## src/rtl/gsf_pkg.sv

```systemverilog
// ============================================================================
// gsf_pkg: shared types and constants for the Gaussian smoothing FIR
// Holds the word types of both channels, the configuration register indexes,
// the border modes, the sequencer states and the fixed sizes of the filter.
// ============================================================================
package gsf_pkg;

    // Block store and kernel sizes.
    localparam int MAX_LEN  = 64;
    localparam int ADDR_W   = $clog2(MAX_LEN);
    localparam int CNT_W    = ADDR_W + 1;
    localparam int RADIUS   = 6;
    localparam int NUM_TAPS = 2 * RADIUS + 1;
    localparam int TAP_W    = $clog2(NUM_TAPS);
    localparam int NUM_COEF = 7;
    localparam int DIST_W   = $clog2(NUM_COEF);

    // Datapath widths.
    localparam int SAMPLE_W = 16;
    localparam int COEF_W   = 16;
    localparam int PROD_W   = SAMPLE_W + COEF_W + 1;
    localparam int ACC_W    = PROD_W + 3;
    localparam int POS_W    = CNT_W + 3;
    localparam int FRAC_W   = 15;

    // Configuration port.
    localparam int CFG_IDX_W  = 3;
    localparam int CFG_DATA_W = 16;
    localparam int MODE_W     = 3;

    localparam logic [CFG_IDX_W-1:0] CFG_BORDER_MODE = 3'd0;
    localparam logic [CFG_IDX_W-1:0] CFG_COEF_CENTER = 3'd1;

    // Reset weights, center tap first, then distance one to six.
    localparam logic [COEF_W-1:0] COEF_RESET [NUM_COEF] = '{
        16'd4490, 16'd4248, 16'd3595, 16'd2723, 16'd1846, 16'd1120, 16'd608
    };

    // Border extension modes; other codes act as zero padding.
    typedef enum logic [MODE_W-1:0] {
        BM_ZERO       = 3'd0,
        BM_REPLICATE  = 3'd1,
        BM_REFLECT    = 3'd2,
        BM_WRAP       = 3'd3,
        BM_REFLECT101 = 3'd4
    } t_border_mode;

    // Sequencer states.
    typedef enum logic [1:0] {
        ST_LOAD,
        ST_TAPS,
        ST_DRAIN,
        ST_OUT
    } t_state;

    // Input word.
    typedef struct packed {
        logic signed [SAMPLE_W-1:0] sample_in;
        logic                       last_sample;
    } t_in_item;

    // Output word.
    typedef struct packed {
        logic signed [SAMPLE_W-1:0] filtered_sample;
        logic                       end_of_block;
        logic                       overflow_flag;
    } t_out_item;

endpackage

```

## src/rtl/gaussian_smoothing_fir.sv

```systemverilog
// ============================================================================
// gaussian_smoothing_fir: block-based 13-tap symmetric smoothing filter
// Collects up to 64 signed samples, then emits one rounded, saturated
// smoothed sample per stored sample with a selectable border extension.
// ============================================================================
// While loading, the block accepts one input word per cycle until one
// carries last_sample. It then stalls its input and computes the outputs in
// order with one shared multiply-accumulate: it issues the 13 taps, drains
// the memory read and multiplier registers and then hands over the output
// word, which waits for as long as the output is stalled. New words are
// accepted only after the last output word of the block has been taken.
// Samples beyond 64 are dropped and every output of that block carries
// overflow_flag. Configuration writes are taken in every cycle and must only
// happen while the block is idle.
module gaussian_smoothing_fir
    import gsf_pkg::*;
(
    input  logic                  i_clk,
    input  logic                  i_rst_n,
    // Input channel
    input  logic                  i_valid,
    output logic                  o_stall,
    input  t_in_item              i_data,
    // Output channel
    output logic                  o_valid,
    input  logic                  i_stall,
    output t_out_item             o_data,
    // Configuration channel
    input  logic                  i_cfg_valid,
    output logic                  o_cfg_ready,
    input  logic [CFG_IDX_W-1:0]  i_cfg_index,
    input  logic [CFG_DATA_W-1:0] i_cfg_data
);

    // Registers
    t_state                     r_state, n_state;
    logic [MODE_W-1:0]          r_border_mode;
    logic [COEF_W-1:0]          r_coef [NUM_COEF];
    logic [CNT_W-1:0]           r_count;
    logic                       r_dropped;
    logic [MODE_W-1:0]          r_eff_mode;
    logic [ADDR_W-1:0]          r_idx;
    logic [TAP_W-1:0]           r_tap;
    logic                       r_p1_vld;
    logic                       r_p1_use;
    logic [COEF_W-1:0]          r_p1_coef;
    logic signed [SAMPLE_W-1:0] r_mem_q;
    logic                       r_p2_vld;
    logic signed [PROD_W-1:0]   r_prod;
    logic signed [ACC_W-1:0]    r_acc;
    logic                       r_out_vld;
    t_out_item                  r_out;
    logic signed [SAMPLE_W-1:0] r_store [MAX_LEN];

    // Control from the sequencer
    logic in_acc;
    logic out_ack;
    logic issue;
    logic drain_done;
    logic is_last_tap;
    logic is_last_out;

    // Datapath signals
    logic [CNT_W-1:0]           n_count;
    logic                       store_full;
    logic                       mem_we;
    logic signed [POS_W-1:0]    pos;
    logic signed [POS_W-1:0]    len_s;
    logic signed [POS_W-1:0]    k_pos;
    logic                       tap_use;
    logic [ADDR_W-1:0]          rd_addr;
    logic [DIST_W-1:0]          tap_dist;
    logic signed [ACC_W-1:0]    acc_rnd;
    logic signed [ACC_W-1:0]    acc_q;
    logic signed [SAMPLE_W-1:0] sat_q;

    // Handshake and sequencer status
    assign in_acc      = i_valid && !o_stall;
    assign out_ack     = r_out_vld && !i_stall;
    assign is_last_tap = (r_tap == TAP_W'(NUM_TAPS - 1));
    assign is_last_out = ({1'b0, r_idx} == (r_count - CNT_W'(1)));
    assign drain_done  = !r_p1_vld && !r_p2_vld;

    // Next state
    always_comb begin
        n_state = r_state;
        case (r_state)
            ST_LOAD: begin
                if (in_acc && i_data.last_sample) begin
                    n_state = ST_TAPS;
                end
            end
            ST_TAPS: begin
                if (is_last_tap) begin
                    n_state = ST_DRAIN;
                end
            end
            ST_DRAIN: begin
                if (drain_done) begin
                    n_state = ST_OUT;
                end
            end
            ST_OUT: begin
                if (out_ack) begin
                    n_state = is_last_out ? ST_LOAD : ST_TAPS;
                end
            end
            default: n_state = ST_LOAD;
        endcase
    end

    // Sequencer outputs
    always_comb begin
        o_stall = 1'b1;
        issue   = 1'b0;
        case (r_state)
            ST_LOAD:  o_stall = 1'b0;
            ST_TAPS:  issue   = 1'b1;
            ST_DRAIN: issue   = 1'b0;
            ST_OUT:   issue   = 1'b0;
            default: begin
                o_stall = 1'b1;
                issue   = 1'b0;
            end
        endcase
    end

    assign o_cfg_ready = 1'b1;
    assign o_valid     = r_out_vld;
    assign o_data      = r_out;

    // Sample count after the current word
    assign store_full = (r_count == CNT_W'(MAX_LEN));
    assign mem_we     = in_acc && !store_full;
    assign n_count    = store_full ? r_count : r_count + CNT_W'(1);

    // Padded position of the current tap and its border mapping
    assign pos   = $signed(POS_W'(r_idx) + POS_W'(r_tap) - POS_W'(RADIUS));
    assign len_s = $signed(POS_W'(r_count));

    always_comb begin
        k_pos = pos;
        if (pos < 0 || pos >= len_s) begin
            case (r_eff_mode)
                BM_REPLICATE:  k_pos = (pos < 0) ? '0 : len_s - POS_W'(1);
                BM_REFLECT:    k_pos = (pos < 0) ? -pos - POS_W'(1)
                                                 : (len_s <<< 1) - pos - POS_W'(1);
                BM_WRAP:       k_pos = (pos < 0) ? len_s + pos : pos - len_s;
                BM_REFLECT101: k_pos = (pos < 0) ? -pos
                                                 : (len_s <<< 1) - pos - POS_W'(2);
                default:       k_pos = $signed({POS_W{1'b1}});
            endcase
        end
    end

    assign tap_use  = (k_pos >= 0) && (k_pos < len_s);
    assign rd_addr  = k_pos[ADDR_W-1:0];
    assign tap_dist = (r_tap >= TAP_W'(RADIUS)) ? DIST_W'(r_tap - TAP_W'(RADIUS))
                                                : DIST_W'(TAP_W'(RADIUS) - r_tap);

    // Round half up, floor shift, saturate
    assign acc_rnd = r_acc + ACC_W'(1 << (FRAC_W - 1));
    assign acc_q   = acc_rnd >>> FRAC_W;

    always_comb begin
        if (acc_q > ACC_W'(32767)) begin
            sat_q = 16'sh7FFF;
        end else if (acc_q < -ACC_W'(32768)) begin
            sat_q = 16'sh8000;
        end else begin
            sat_q = acc_q[SAMPLE_W-1:0];
        end
    end

    // Sample store, read data registered
    always_ff @(posedge i_clk) begin
        if (mem_we) begin
            r_store[r_count[ADDR_W-1:0]] <= i_data.sample_in;
        end
        r_mem_q <= r_store[rd_addr];
    end

    // Sequencer and control registers
    always_ff @(posedge i_clk) begin
        if (!i_rst_n) begin
            r_state   <= ST_LOAD;
            r_count   <= '0;
            r_dropped <= 1'b0;
            r_tap     <= '0;
            r_idx     <= '0;
            r_p1_vld  <= 1'b0;
            r_p2_vld  <= 1'b0;
            r_out_vld <= 1'b0;
        end else begin
            r_state  <= n_state;
            r_p1_vld <= issue;
            r_p2_vld <= r_p1_vld;

            // Block loading
            if (in_acc) begin
                r_count <= n_count;
                if (store_full) begin
                    r_dropped <= 1'b1;
                end
                r_idx <= '0;
                r_tap <= '0;
            end

            // Tap counter
            if (issue) begin
                r_tap <= is_last_tap ? '0 : r_tap + TAP_W'(1);
            end

            // Output register
            if (r_state == ST_DRAIN && drain_done) begin
                r_out_vld <= 1'b1;
            end else if (out_ack) begin
                r_out_vld <= 1'b0;
                if (is_last_out) begin
                    r_count   <= '0;
                    r_dropped <= 1'b0;
                end else begin
                    r_idx <= r_idx + ADDR_W'(1);
                end
            end
        end
    end

    // Effective border mode, frozen for the block on its last word; short blocks use zero padding
    always_ff @(posedge i_clk) begin
        if (in_acc && i_data.last_sample) begin
            if (n_count <= CNT_W'(RADIUS)) begin
                r_eff_mode <= BM_ZERO;
            end else begin
                r_eff_mode <= r_border_mode;
            end
        end
    end

    // Shared multiply-accumulate
    always_ff @(posedge i_clk) begin
        r_p1_use  <= tap_use;
        r_p1_coef <= r_coef[tap_dist];
        if (r_p1_use) begin
            r_prod <= $signed({1'b0, r_p1_coef}) * r_mem_q;
        end else begin
            r_prod <= '0;
        end
        if ((in_acc && i_data.last_sample) || (out_ack && !is_last_out)) begin
            r_acc <= '0;
        end else if (r_p2_vld) begin
            r_acc <= r_acc + ACC_W'(r_prod);
        end
    end

    // Result word captured when the accumulation is complete
    always_ff @(posedge i_clk) begin
        if (r_state == ST_DRAIN && drain_done) begin
            r_out.filtered_sample <= sat_q;
            r_out.end_of_block    <= is_last_out;
            r_out.overflow_flag   <= r_dropped;
        end
    end

    // Configuration registers
    always_ff @(posedge i_clk) begin
        if (!i_rst_n) begin
            r_border_mode <= BM_ZERO;
            for (int c = 0; c < NUM_COEF; c++) begin
                r_coef[c] <= COEF_RESET[c];
            end
        end else if (i_cfg_valid && o_cfg_ready) begin
            case (i_cfg_index)
                CFG_BORDER_MODE: r_border_mode <= i_cfg_data[MODE_W-1:0];
                default: r_coef[DIST_W'(i_cfg_index - CFG_COEF_CENTER)] <= i_cfg_data;
            endcase
        end
    end

endmodule

```

## config.mk

```make
export PLATFORM = sky130hd
export DESIGN_NAME = gaussian_smoothing_fir
export DESIGN_NICKNAME = d
export VERILOG_FILES = /design/src/rtl/gsf_pkg.sv /design/src/rtl/gaussian_smoothing_fir.sv
export SDC_FILE = /design/constraint.sdc
export NUM_CORES = 2
export LEC_CHECK = 0
export ABC_AREA = 1
export BUFFER_PORTS_ARGS = -buffer_cell sky130_fd_sc_hd__buf_2
export CAP_MARGIN = 20
export CELL_PAD_IN_SITES_DETAIL_PLACEMENT = 1
export CELL_PAD_IN_SITES_GLOBAL_PLACEMENT = 2
export CORE_UTILIZATION = 47
export CTS_BUF_LIST = sky130_fd_sc_hd__clkbuf_4
export DETAILED_ROUTE_END_ITERATION = 8
export GPL_ROUTABILITY_DRIVEN = 1
export PLACE_DENSITY_LB_ADDON = 0.1
export SYNTH_ARGS = -nofsm -noshare
export SYNTH_HDL_FRONTEND = slang
export SYNTH_SLANG_ARGS = --single-unit
```

## constraint.sdc

```tcl
create_clock -name i_clk -period 10.45 [get_ports i_clk]
set_input_delay 1.5675 -clock i_clk [delete_from_list [all_inputs] [get_ports i_clk]]
set_output_delay 1.5675 -clock i_clk [all_outputs]
set_load 0.02 [all_outputs]
```

==> impl_metrics.tcl <==
set metrics [dict create \
    status "finished, final reports clean" \
    ant_nets 0 \
    fillers 15600 \
    synth.largest_area_cell "edfxtp_1" \
    syn_area_um2 66000 \
    gp_congestion 0.847 \
    cts_root_buffer "clkbuf_4" \
    ys_warn_count 0 \
    port_buffers 60 \
    drt_iter0_markers 3551 \
    gr-total-overflow 0 \
    fp.dieH_um 377 \
    gr-usage-met2 0.462 \
    ys_ff_latch 1301 \
    synth_area_leaders "edfxtp_1, nand2_1, fa_1" \
    worstSetupEndpointType "flip-flop" \
    yosysUniqueCellTypes 55 \
    worstPathMaxFanout 104 \
    period_minus_slack_ns 7.30 \
    crit_type "reg -> reg" \
    skew_ns 0.173 \
    crit_arrival_ns 8.48 \
    core_area_um2 139000 \
    avgSynthCellArea_um2 9.99 \
    startpoint_type "flip-flop" \
    cts_tree "built" \
    final_cell_mix "nand2_1, edfxtp_1, nor2_1, nand3_1, inv_1" \
    grt_pass1_wl_mm 305 \
    dp_hpwl_mm 122 \
    wl_mm 201 \
    hold_violations 0 \
    grt_pass1_vias 51800 \
    setup_tns_ns 0 \
    viasPerCell 5.48 \
    synth_compound_area_frac 0.0687 \
    clkTransAtPathRegs_ns 0.07 \
    synth_edf_count 1157 \
    die_w_um 377 \
    cts.sinks 1301 \
    cp_data_required_time_ns 11.62 \
    synth_fa_ha_area_frac 0.101 \
    met3_usage 0.0512 \
    yosys-mux-area-fraction 0 \
    worst_pin_slew_ns 1.11 \
    synth_cells 6601 \
    synth_nets 7056 \
    grt_busiest_layer "met2" \
    met1_usage 0.389 \
    h-tree-depth 5 \
    drc 0 \
    final_common_cell "nand2_1" \
    worst_slack_ns 3.15 \
    maxClockFrequency_mhz 137 \
    io_pins 62 \
    synth_xor_area_frac 0.00930 \
    routedWlPerCell_um 22.4 \
    fin_nets 7278 \
    yosysTopAreaCellShare 0.527 \
    cts_buffers 360 \
    cts.repair.resized 0 \
    grt_antenna_before_repair 6 \
    drive_gt1_frac 0.122 \
    clk_latency_ns 1.34 \
    initial_core_util 0.473 \
    finish.utilization 0.522 \
    grt_max_degree 189 \
    clock_path_buffers 4 \
    dr.pass1.iters 5 \
    setup_viol 0 \
    maxSlewViolCount 0 \
    synthFlopType "edfxtp_1" \
    drv_cap 0 \
    dieArea_um2 142000 \
    min_path_type "reg -> reg" \
    synth-seq-area-share 0.571 \
    post_cts_buffers 0 \
    area_delta_synth_final_pct 10.2 \
    timing.hold.ws_ns 0.461 \
    track_usage 0.283 \
    period_share 0.699 \
    synth_top_family_by_area "simple AND/OR/NAND/NOR gates" \
    vias 49100 \
    synth-async-reset-ratio 0 \
    place_ws_ns 3.36 \
    rows 137 \
    synth_simple_gate_area_share 0.193 \
    hold_buffers 0 \
    rsz0062_at_grt "false" \
    slew_headroom 0.262 \
]
[critical path, stage by stage, from the launching register on]
cell	delay, ns
dfxtp_2	0.31
buf_4	0.35
ha_1	0.31
ha_1	0.24
fa_1	0.43
xnor2_1	0.33
inv_1	0.24
ha_1	0.41
nand2_1	0.12
nor2_1	0.06
a21oi_2	0.18
nand3_2	0.28
inv_2	0.22
nand2_1	0.15
nand2_8	0.62
buf_4	0.77
buf_4	0.75
nor2_1	0.09
nor2_1	0.12
o21ai_0	0.10
nand3_1	0.11
nand3_1	0.14
nand3_1	0.13
nand3_1	0.36
nand2_1	0.15
[state kept, by name, indices dropped and copies added (netlist names), 4 cells and up]
signal,count
o_data,18
r_acc,36
r_coef,128
r_count,7
r_idx,6
r_mem_q,16
r_p1_coef,16
r_prod,33
r_store,1024
r_tap,4
[stage by stage]
step           area [um^2]  instances
6_report             72700       8954
5_1_grt              72700       8950
4_1_cts              72700       8942
3_5_place_dp         68300       8336
3_3_place_gp         68200       8333
2_1_floorplan        66000       6601
[synth_stat cells, drive strengths merged (4+ instances only)]
master and number:
a211oi 7, a21boi 4, a21o 9, a21oi 188, a31oi 32, buf 193
clkbuf 134, dfxtp 144, edfxtp 1157, fa 199, ha 215, inv 601
nand2 1534, nand3 598, nand4 24, nor2 798, nor3 19, nor4 6
o211ai 104, o21a 10, o21ai 421, o21bai 8, o221ai 6, o31ai 5
or2 93, xnor2 26, xor2 44
[layout make-up]
cell class / instances / area, um^2 / share of cell area
flip-flops and latches: 1301 / 37600 / 0.518
multi-input cells: 4369 / 24700 / 0.340
clock buffers: 543 / 4080 / 0.0561
well taps: 1876 / 2350 / 0.0323
inverters: 604 / 2280 / 0.0313
repair buffers: 187 / 1360 / 0.0187
clock inverters: 63 / 300 / 0.00413
diodes: 11 / 27.5 / 0.000379
[cell families (layout without fill, tap and decap cells)]
logic type                 after synthesis  after routing
AOI/OAI and AO/OA                      805            805
xor gates and xnor gates                70             70
adders and majority gates              414            414
buffers and inverters                  931           1397
DFF                                   1301           1301
other                                    1             12
and+or+nand+nor                       3079           3079
[final timing paths]
kind | from | endpoint | slack (ns) | depth (start not counted)
min | r_p1_vld | r_p2_vld | 0.46 | 2
max reg2reg | r_tap[0] | r_mem_q[10] | 3.15 | 24
min reg2reg | r_p1_vld | r_p2_vld | 0.46 | 2
max | r_tap[0] | r_mem_q[10] | 3.15 | 24
[routing by layer]
metal  up-vias  part of all wire
met5         -          0.000065
met4         2             0.021
met3       274             0.063
met2      1383              0.47
met1     24600              0.45
li1      22800                 -
Power is not shown: default switching activity piles up to over one toggle a cycle in this logic, so the estimate is an artifact.
